### config.mk
export PLATFORM = sky130hd
export DESIGN_NAME = calendar_seconds_converter_top
export DESIGN_NICKNAME = d
export VERILOG_FILES = /design/src/hw/rtl/calsec_pkg.sv /design/src/hw/rtl/calsec_div.sv /design/src/hw/rtl/calendar_seconds_converter_top.sv
export SDC_FILE = /design/constraint.sdc
export NUM_CORES = 2
export LEC_CHECK = 0
export BUFFER_PORTS_ARGS = -buffer_cell sky130_fd_sc_hd__buf_2
export CORE_ASPECT_RATIO = 1.75
export CORE_MARGIN = 2
export CORE_UTILIZATION = 50
export CTS_CLUSTER_SIZE = 24
export DETAILED_ROUTE_END_ITERATION = 8
export GPL_TIMING_DRIVEN = 0
export PLACE_DENSITY = 0.66
export SYNTH_ARGS = -nofsm -noshare
export SYNTH_HDL_FRONTEND = slang
export SYNTH_SLANG_ARGS = --single-unit
export TNS_END_PERCENT = 100
### constraint.sdc
create_clock -name i_clk -period 9.75 [get_ports i_clk]
set_input_delay 0.4875 -clock i_clk [delete_from_list [all_inputs] [get_ports i_clk]]
set_output_delay 0.4875 -clock i_clk [all_outputs]
set_load 0.03 [all_outputs]
### src/hw/rtl/calsec_pkg.sv
// calsec_pkg: shared types, constants and the month length table for the
// calendar/seconds converter. No dependencies.

package calsec_pkg;

    localparam int unsigned SEC_W  = 32;
    localparam int unsigned DVR_W  = 7;

    localparam logic [DVR_W-1:0] YEAR_WRAP   = 7'd100;
    localparam logic [DVR_W-1:0] SEC_PER_MIN = 7'd60;
    localparam logic [DVR_W-1:0] MIN_PER_HR  = 7'd60;
    localparam logic [DVR_W-1:0] HR_PER_DAY  = 7'd24;
    localparam logic [DVR_W-1:0] DAY_PER_WK  = 7'd7;

    localparam logic [8:0] DAYS_YEAR = 9'd365;
    localparam logic [8:0] DAYS_LEAP = 9'd366;
    localparam logic [3:0] LAST_MON  = 4'd12;

    // weekday of the epoch day offset so that (days + 4) % 7 + 1 gives 1 = monday
    localparam logic [SEC_W-1:0] WEEK_OFS = 32'd4;

    localparam logic KIND_TO_SEC  = 1'b0;
    localparam logic KIND_TO_DATE = 1'b1;

    typedef struct packed {
        logic        kind;
        logic [13:0] year;
        logic [3:0]  month;
        logic [4:0]  day;
        logic [4:0]  hour;
        logic [5:0]  minute;
        logic [5:0]  second;
        logic [31:0] total_seconds;
    } t_cs_in;

    typedef struct packed {
        logic [31:0] seconds_out;
        logic [7:0]  year_out;
        logic [3:0]  month_out;
        logic [4:0]  day_out;
        logic [4:0]  hour_out;
        logic [5:0]  minute_out;
        logic [5:0]  second_out;
        logic [2:0]  weekday_out;
    } t_cs_out;

    typedef struct packed {
        logic             start;
        logic [SEC_W-1:0] dividend;
        logic [DVR_W-1:0] divisor;
    } t_div_req;

    typedef struct packed {
        logic             done;
        logic [SEC_W-1:0] quot;
        logic [DVR_W-1:0] rem;
    } t_div_rsp;

    // days in month by zero-based index; indexes past december count zero days
    function automatic logic [4:0] month_len(input logic leap, input logic [3:0] idx);
        logic [4:0] len;
        case (idx)
            4'd0, 4'd2, 4'd4, 4'd6, 4'd7, 4'd9, 4'd11: len = 5'd31;
            4'd3, 4'd5, 4'd8, 4'd10:                  len = 5'd30;
            4'd1:                                      len = leap ? 5'd29 : 5'd28;
            default:                                   len = 5'd0;
        endcase
        return len;
    endfunction

endpackage

### src/hw/rtl/calsec_div.sv
// calsec_div: divide by one of the small calendar constants through a rounded-up
// reciprocal multiply, one request at a time. Depends on calsec_pkg.

module calsec_div
    import calsec_pkg::*;
(
    input  logic     i_clk,
    input  logic     i_rst_n,
    input  t_div_req i_req,
    output t_div_rsp o_rsp
);

    localparam int unsigned MAG_W  = SEC_W + 1;
    localparam int unsigned PROD_W = SEC_W + MAG_W;

    typedef enum logic [1:0] {
        P_IDLE,
        P_MUL,
        P_SHIFT,
        P_REM
    } t_phase;

    t_phase              r_phase;
    logic                r_done;
    logic [SEC_W-1:0]    r_x;
    logic [DVR_W-1:0]    r_div;
    logic [MAG_W-1:0]    r_mag;
    logic [5:0]          r_shift;
    logic [PROD_W-1:0]   r_prod;
    logic [SEC_W-1:0]    r_quot;
    logic [DVR_W-1:0]    r_rem;

    logic [MAG_W-1:0]    w_mag;
    logic [5:0]          w_shift;

    // ceil(2^k / d) with k picked so the quotient is exact for any 32-bit dividend
    always_comb begin
        case (i_req.divisor)
            YEAR_WRAP: begin
                w_mag   = 33'h0_A3D7_0A3E;
                w_shift = 6'd38;
            end
            SEC_PER_MIN: begin
                w_mag   = 33'h0_8888_8889;
                w_shift = 6'd37;
            end
            HR_PER_DAY: begin
                w_mag   = 33'h0_AAAA_AAAB;
                w_shift = 6'd36;
            end
            DAY_PER_WK: begin
                w_mag   = 33'h1_2492_4925;
                w_shift = 6'd35;
            end
            default: begin
                w_mag   = '0;
                w_shift = '0;
            end
        endcase
    end

    always_ff @(posedge i_clk) begin
        if (!i_rst_n) begin
            r_phase <= P_IDLE;
            r_done  <= 1'b0;
        end else begin
            r_done <= (r_phase == P_REM);
            case (r_phase)
                P_IDLE: begin
                    if (i_req.start) begin
                        r_x     <= i_req.dividend;
                        r_div   <= i_req.divisor;
                        r_mag   <= w_mag;
                        r_shift <= w_shift;
                        r_phase <= P_MUL;
                    end
                end
                P_MUL: begin
                    r_prod  <= PROD_W'(r_x) * PROD_W'(r_mag);
                    r_phase <= P_SHIFT;
                end
                P_SHIFT: begin
                    r_quot  <= SEC_W'(r_prod >> r_shift);
                    r_phase <= P_REM;
                end
                P_REM: begin
                    r_rem   <= DVR_W'(r_x - r_quot * SEC_W'(r_div));
                    r_phase <= P_IDLE;
                end
                default: r_phase <= P_IDLE;
            endcase
        end
    end

    assign o_rsp.done = r_done;
    assign o_rsp.quot = r_quot;
    assign o_rsp.rem  = r_rem;

    a_start_idle: assert property (@(posedge i_clk) disable iff (!i_rst_n)
        i_req.start |-> (r_phase == P_IDLE))
        else $error("divider started while busy");

    a_done_after_rem: assert property (@(posedge i_clk) disable iff (!i_rst_n)
        r_done |-> $past(r_phase == P_REM))
        else $error("divider done without a run");

    a_rem_bound: assert property (@(posedge i_clk) disable iff (!i_rst_n)
        r_done |-> (r_rem < r_div))
        else $error("divider remainder not below divisor");

endmodule

### src/hw/rtl/calendar_seconds_converter_top.sv
// calendar_seconds_converter_top: sequencer for date/time <-> epoch-2000 seconds.
// Depends on calsec_pkg and calsec_div.

// One beat is converted at a time; o_in_stall stays high from acceptance until
// the result is loaded into the output register, which can still hold the
// previous result when the next beat comes in. Each divide runs on the shared
// reciprocal-multiply unit. Date to seconds runs the year wrap on the divider,
// then adds one year length per elapsed year and one month length per full
// month on the shared adder, then runs the day step, three multiply-add steps
// and the load. Seconds to date takes four divides (by 60, 60, 24 and 7), then
// subtracts one year length per elapsed year and one month length per full
// month, then loads the result.
// The block takes the next beat in the cycle after the load; the load itself
// waits while the output register holds a beat that has not been taken.

module calendar_seconds_converter_top
    import calsec_pkg::*;
(
    input  logic    i_clk,
    input  logic    i_rst_n,
    input  logic    i_in_valid,
    output logic    o_in_stall,
    input  t_cs_in  i_in_data,
    output logic    o_out_valid,
    input  logic    i_out_stall,
    output t_cs_out o_out_data
);

    typedef enum logic [3:0] {
        S_IDLE,
        S_YMOD,
        S_YEARS,
        S_MONTHS,
        S_DAY,
        S_MUL_HR,
        S_MUL_MIN,
        S_MUL_SEC,
        S_DIV_S,
        S_DIV_M,
        S_DIV_H,
        S_DIV_W,
        S_YSTEP,
        S_MSTEP,
        S_FIN
    } t_state;

    t_state           r_state;
    t_cs_in           r_in;
    logic [SEC_W-1:0] r_acc;
    logic [7:0]       r_cnt;
    logic [6:0]       r_yoff;
    logic [3:0]       r_mon;
    logic [5:0]       r_sec;
    logic [5:0]       r_min;
    logic [4:0]       r_hr;
    logic [2:0]       r_wd;
    logic             r_out_valid;
    t_cs_out          r_out;
    t_cs_out          n_out;

    t_div_req         w_req;
    t_div_rsp         w_rsp;
    logic             w_accept;
    logic             w_load;
    logic [3:0]       w_full;
    logic [8:0]       w_ylen;
    logic [4:0]       w_mlen;
    logic             w_leap;

    calsec_div u_div (
        .i_clk   (i_clk),
        .i_rst_n (i_rst_n),
        .i_req   (w_req),
        .o_rsp   (w_rsp)
    );

    assign w_accept = i_in_valid && (r_state == S_IDLE);
    assign w_load   = (r_state == S_FIN) && (!r_out_valid || !i_out_stall);
    assign w_full   = (r_in.month == 4'd0) ? 4'd0 : r_in.month - 4'd1;
    // leap on year offset for date->seconds, on running year for seconds->date
    assign w_leap   = (r_in.kind == KIND_TO_SEC) ? (r_yoff[1:0] == 2'd0)
                                                 : (r_cnt[1:0] == 2'd0);
    assign w_ylen   = w_leap ? DAYS_LEAP : DAYS_YEAR;
    assign w_mlen   = month_len(w_leap, r_mon);

    // divider launches from the state that precedes each wait
    always_comb begin
        w_req = '0;
        if (w_accept) begin
            w_req.start = 1'b1;
            if (i_in_data.kind == KIND_TO_SEC) begin
                w_req.dividend = {18'd0, i_in_data.year};
                w_req.divisor  = YEAR_WRAP;
            end else begin
                w_req.dividend = i_in_data.total_seconds;
                w_req.divisor  = SEC_PER_MIN;
            end
        end else if (w_rsp.done) begin
            case (r_state)
                S_DIV_S: begin
                    w_req.start    = 1'b1;
                    w_req.dividend = w_rsp.quot;
                    w_req.divisor  = MIN_PER_HR;
                end
                S_DIV_M: begin
                    w_req.start    = 1'b1;
                    w_req.dividend = w_rsp.quot;
                    w_req.divisor  = HR_PER_DAY;
                end
                S_DIV_H: begin
                    w_req.start    = 1'b1;
                    w_req.dividend = w_rsp.quot + 32'd1 + WEEK_OFS;
                    w_req.divisor  = DAY_PER_WK;
                end
                default: w_req = '0;
            endcase
        end
    end

    always_comb begin
        n_out = '0;
        if (r_in.kind == KIND_TO_SEC) begin
            n_out.seconds_out = r_acc;
        end else begin
            n_out.year_out    = r_cnt;
            n_out.month_out   = r_mon + 4'd1;
            n_out.day_out     = r_acc[4:0];
            n_out.hour_out    = r_hr;
            n_out.minute_out  = r_min;
            n_out.second_out  = r_sec;
            n_out.weekday_out = r_wd;
        end
    end

    always_ff @(posedge i_clk) begin
        if (!i_rst_n) begin
            r_state     <= S_IDLE;
            r_out_valid <= 1'b0;
        end else begin
            if (w_load) begin
                r_out_valid <= 1'b1;
            end else if (r_out_valid && !i_out_stall) begin
                r_out_valid <= 1'b0;
            end
            case (r_state)
                S_IDLE: begin
                    if (w_accept) begin
                        r_in    <= i_in_data;
                        r_state <= (i_in_data.kind == KIND_TO_SEC) ? S_YMOD : S_DIV_S;
                    end
                end
                S_YMOD: begin
                    if (w_rsp.done) begin
                        r_yoff  <= w_rsp.rem;
                        r_cnt   <= '0;
                        r_acc   <= '0;
                        r_state <= S_YEARS;
                    end
                end
                S_YEARS: begin
                    // one year length per cycle; leap when the count is a multiple of four
                    if (r_cnt == {1'b0, r_yoff}) begin
                        r_mon   <= '0;
                        r_state <= S_MONTHS;
                    end else begin
                        r_acc <= r_acc + (r_cnt[1:0] == 2'd0 ? 32'(DAYS_LEAP)
                                                             : 32'(DAYS_YEAR));
                        r_cnt <= r_cnt + 8'd1;
                    end
                end
                S_MONTHS: begin
                    if (r_mon == w_full) begin
                        r_state <= S_DAY;
                    end else begin
                        r_acc <= r_acc + 32'(w_mlen);
                        r_mon <= r_mon + 4'd1;
                    end
                end
                S_DAY: begin
                    // day zero wraps below the epoch on purpose
                    r_acc   <= r_acc + 32'(r_in.day) - 32'd1;
                    r_state <= S_MUL_HR;
                end
                S_MUL_HR: begin
                    r_acc   <= r_acc * 32'd24 + 32'(r_in.hour);
                    r_state <= S_MUL_MIN;
                end
                S_MUL_MIN: begin
                    r_acc   <= r_acc * 32'd60 + 32'(r_in.minute);
                    r_state <= S_MUL_SEC;
                end
                S_MUL_SEC: begin
                    r_acc   <= r_acc * 32'd60 + 32'(r_in.second);
                    r_state <= S_FIN;
                end
                S_DIV_S: begin
                    if (w_rsp.done) begin
                        r_sec   <= w_rsp.rem[5:0];
                        r_state <= S_DIV_M;
                    end
                end
                S_DIV_M: begin
                    if (w_rsp.done) begin
                        r_min   <= w_rsp.rem[5:0];
                        r_state <= S_DIV_H;
                    end
                end
                S_DIV_H: begin
                    if (w_rsp.done) begin
                        r_hr    <= w_rsp.rem[4:0];
                        r_acc   <= w_rsp.quot + 32'd1;
                        r_state <= S_DIV_W;
                    end
                end
                S_DIV_W: begin
                    if (w_rsp.done) begin
                        r_wd    <= w_rsp.rem[2:0] + 3'd1;
                        r_cnt   <= '0;
                        r_state <= S_YSTEP;
                    end
                end
                S_YSTEP: begin
                    if (r_acc > 32'(w_ylen)) begin
                        r_acc <= r_acc - 32'(w_ylen);
                        r_cnt <= r_cnt + 8'd1;
                    end else begin
                        r_mon   <= 4'd0;
                        r_state <= S_MSTEP;
                    end
                end
                S_MSTEP: begin
                    // r_mon holds the zero-based month index here
                    if ((r_mon < LAST_MON - 4'd1) && (r_acc > 32'(w_mlen))) begin
                        r_acc <= r_acc - 32'(w_mlen);
                        r_mon <= r_mon + 4'd1;
                    end else begin
                        r_state <= S_FIN;
                    end
                end
                S_FIN: begin
                    if (w_load) begin
                        r_out   <= n_out;
                        r_state <= S_IDLE;
                    end
                end
                default: r_state <= S_IDLE;
            endcase
        end
    end

    assign o_in_stall  = (r_state != S_IDLE);
    assign o_out_valid = r_out_valid;
    assign o_out_data  = r_out;

    a_accept_busy: assert property (@(posedge i_clk) disable iff (!i_rst_n)
        (i_in_valid && !o_in_stall) |=> o_in_stall)
        else $error("beat accepted but converter not busy next cycle");

    a_load_from_fin: assert property (@(posedge i_clk) disable iff (!i_rst_n)
        $rose(o_out_valid) |-> $past(r_state == S_FIN))
        else $error("result loaded outside the finish step");

    a_div_wait_only: assert property (@(posedge i_clk) disable iff (!i_rst_n)
        w_rsp.done |-> (r_state == S_YMOD || r_state == S_DIV_S || r_state == S_DIV_M ||
                        r_state == S_DIV_H || r_state == S_DIV_W))
        else $error("divider finished with no step waiting on it");

endmodule
==> metrics.txt <==
Synth Area in XOR/XNOR=4.94%; Post-Syn Area per Cell=9.78 um^2; Tightest Hold Check Type=in -> reg; multiplexer share of the synthesized area=2.72%; Worst-Skew Late Latency=0.63 ns; CTS Buffer Depth=3; Final Max Tran Viols=15; arrival time at the worst endpoint=10.09 ns; drc violations=0; Clock Skews=between 0.05 and 0.06 ns; placed inst area=57800 um^2; remaining antenna violation count after routing=0; WL final=about 250 mm; CTS tree=done; die area=113000 um^2; post-route cell area=59200 um^2; violated checks=max-capacitance violations, max-slew violations; setup TNS=0 ns; initial DRC count=3754; Finished Core Util=a little over half; number of synthesized flops with an enable pin=319; Rel. slew slack=-2.25%; Remaining Overflow, GRT=0; Critical path origin=u_div.r_mag[29]; first-pass GRT wire length=about 350 mm; Async SR Flop Fraction=0%; Initial Utilization=50.3%; CTS clock-pin slew for the worst setup and hold paths=roughly 0.07 ns; maximum clock frequency=103 MHz; total of max-cap violations=1; Synth Instances=5630; total number of yosys warnings=0; mapped cell area=~55000 um^2; post-layout min period=9.70 ns; drt via density=~6; CTS Buf Count=36; worst setup path end=u_div.r_prod[64]; depth of the most critical reg-to-reg path=25; nets@finish=7327; crit start category=flop; Max Fanout on Critical Path=10; Setup-failing EPs final=0; hold_sp=i_in_data[45]; IO buf count=146; H-tree depth=2; detailed-route via count=44795; Setup WS pre-CTS=-2.10 ns; Synth Area in Simple Gates=between 10% and 20%; Filler cells=10364; adder and majority cell fraction of the synthesized area=~44%; main combinational cell family by area after synthesis=adder cells; First-pass DRT Iterations=8; CP Capture Type=flop; register area share after synthesis=~18%; Required @ worst endpoint=~10 ns; Tot GR Track Use=44.7%; Compound-Gate Fraction of Synth Area=9.96%; antenna violations before repair=27; status=finished with violations; RSZ-0062 raised after global routing=no; multi-input logic area=40400 um^2; Synth Net Count=7124; core area=110000 um^2; final setup margin=between 0.05 and 0.06 ns; dpl hpwl=211 mm; Yosys cell types=106; area grow syn2layout=7.53%; actual slew at the worst max-slew pin=1.53 ns; # rows=161; drt wl/cell=33.6 um; share of layout cells above drive strength 1=6.57%; R2R setup slack=0.05 ns; reg2reg end=u_div.r_prod[64]; Die Height=443 um; period utilization=99.4%; num ports=148; Setup CP Type=reg -> reg; Fin. Hold Viols=0; number of global-route vias before repair=about 48000; Die W=~250 um; r2r startpoint=u_div.r_mag[29]; ys flop type=edfxtp_1; Synth Register Bits=327; clk sinks=between 300 and 400; register area=9740 um^2; cts-stage hold buffer count=0; largest net degree at the start of global routing=66; Clk Tree Root Cell=clkbuf_16; routability cong.=1.08
routing by layer:
metal	GRT usage (%)	routed length, um	up-vias
met5	0	76	-
met4	49.5	34900	12
met3	9.86	16100	1228
met2	76.3	123000	2388
met1	41.3	73300	22244
li1	-	-	18923
placed cells by master (no fill, tap or decap), types with 15 or more instances in the layout:
cell type	Yosys	routed
fa_1	833	828
or3_1	15	15
clkbuf_1	170	138
a31oi_1	29	28
mux4_2	41	41
edfxtp_1	319	319
nand3_1	99	99
nand4_1	39	39
and2_1	226	222
a21o_1	60	60
a221o_1	15	15
buf_2	6	156
nand2_1	396	396
o21ai_0	165	163
ha_1	584	584
diode_2	0	21
inv_1	1124	1123
a211oi_1	38	37
clkbuf_2	3	19
xnor2_1	208	207
and3_1	49	48
nor2b_1	45	45
clkbuf_16	0	36
nand2b_1	26	26
o21bai_1	31	31
o211ai_1	18	18
a221oi_1	18	18
buf_4	1	15
nor2_1	245	243
mux2i_1	52	52
o22ai_1	54	54
a22oi_1	32	32
a21oi_1	222	222
xor2_1	100	100
nor3_1	70	69
nor4_1	23	23
layout make-up:
type	instances	area share, %
clock buffers	42	1.56
diodes	21	0.0887
multi-input cells	3976	68.1
inverters	1129	7.16
well taps	1467	3.10
plain buffers	195	1.53
flip-flops and latches	327	16.4
clock inverters	20	0.298
repair buffers	168	1.68
synthesized netlist by cell type (all sizes together) (20+ instances only):
cell,number,area (um^2)
a211oi,38,285
and2,227,1420
nand4,40,256
mux4,41,923
xnor2,208,1820
clkbuf,176,694
buf,22,116
nor4,26,190
and3,51,322
nor2,246,926
mux2i,52,521
nor3,70,350
xor2,100,876
a21o,62,468
o21bai,31,233
ha,584,7310
edfxtp,319,9580
a21oi,222,1110
o21ai,172,865
nor2b,45,282
a22oi,32,240
a31oi,29,181
nand2,396,1490
a221oi,20,188
o22ai,54,338
inv,1124,4220
fa,833,16700
nand2b,26,163
nand3,99,495
repair_timing:
| action | CTS | global route |
|---|---|---|
| gates resized for setup | 46 | 47 |
| pin swaps | 0 | 1 |
| setup buffers | 4 | 9 |
| endpoints found under the setup margin | 40 | 22 |
state kept, by name, summed over array words and instances (netlist names), 6 cells and up:
name / count
o_out_data: 69
u_div.r_prod: 65
r_acc: 32
u_div.r_quot: 32
u_div.r_x: 32
r_in: 27
r_cnt: 8
u_div.r_mag: 8
r_yoff: 7
u_div.r_rem: 7
r_min: 6
r_sec: 6
how the worst min path moves through the flow:
stage,endpoint,depth (start not counted)
2_1_floorplan,r_yoff[6],0
3_3_place_gp,r_yoff[6],0
3_5_place_dp,r_yoff[6],0
4_1_cts,r_in[45],1
5_1_grt,r_in[49],1
6_report,r_in[45],1
per-stage QoR:
stage | hold slack [ns] | instances
6_report | 0.0360 | 7345
5_1_grt | 0.0366 | 7325
4_1_cts | 0.0243 | 7315
3_5_place_dp | 0.421 | 7252
3_3_place_gp | 0.407 | 7243
2_1_floorplan | 0.400 | 5630
critical path: stages (launching register included):
cell and delay [ns]:
edfxtp_1 0.37, buf_4 0.20, clkbuf_2 0.37, and2_1 0.34
fa_2 0.76, inv_1 0.11, fa_1 0.60, fa_1 0.56
fa_1 0.52, inv_1 0.05, fa_1 0.69, fa_1 0.50
fa_1 0.75, fa_1 0.61, ha_1 0.43, nand2_1 0.19
nor2_1 0.11, o21ai_0 0.09, o2111ai_1 0.15, a41oi_2 0.40
o21ai_1 0.25, a21bo_2 0.25, o221a_2 0.26, a31o_2 0.31
and4_1 0.20, a211oi_2 0.33
kinds of logic (layout without fill, tap and decap cells):
group,Yosys count,count (layout)
AO/OA/AOI/OAI,840,840
XOR/XNOR,309,309
adder cells (fa/ha/maj),1417,1417
buffers and inverters,1327,1554
flip-flops,327,327
multiplexers,98,98
other,0,21
AND/OR/NAND/NOR,1312,1312
Power is not shown: default switching activity piles up to over one toggle a cycle in this logic, so the estimate is an artifact.
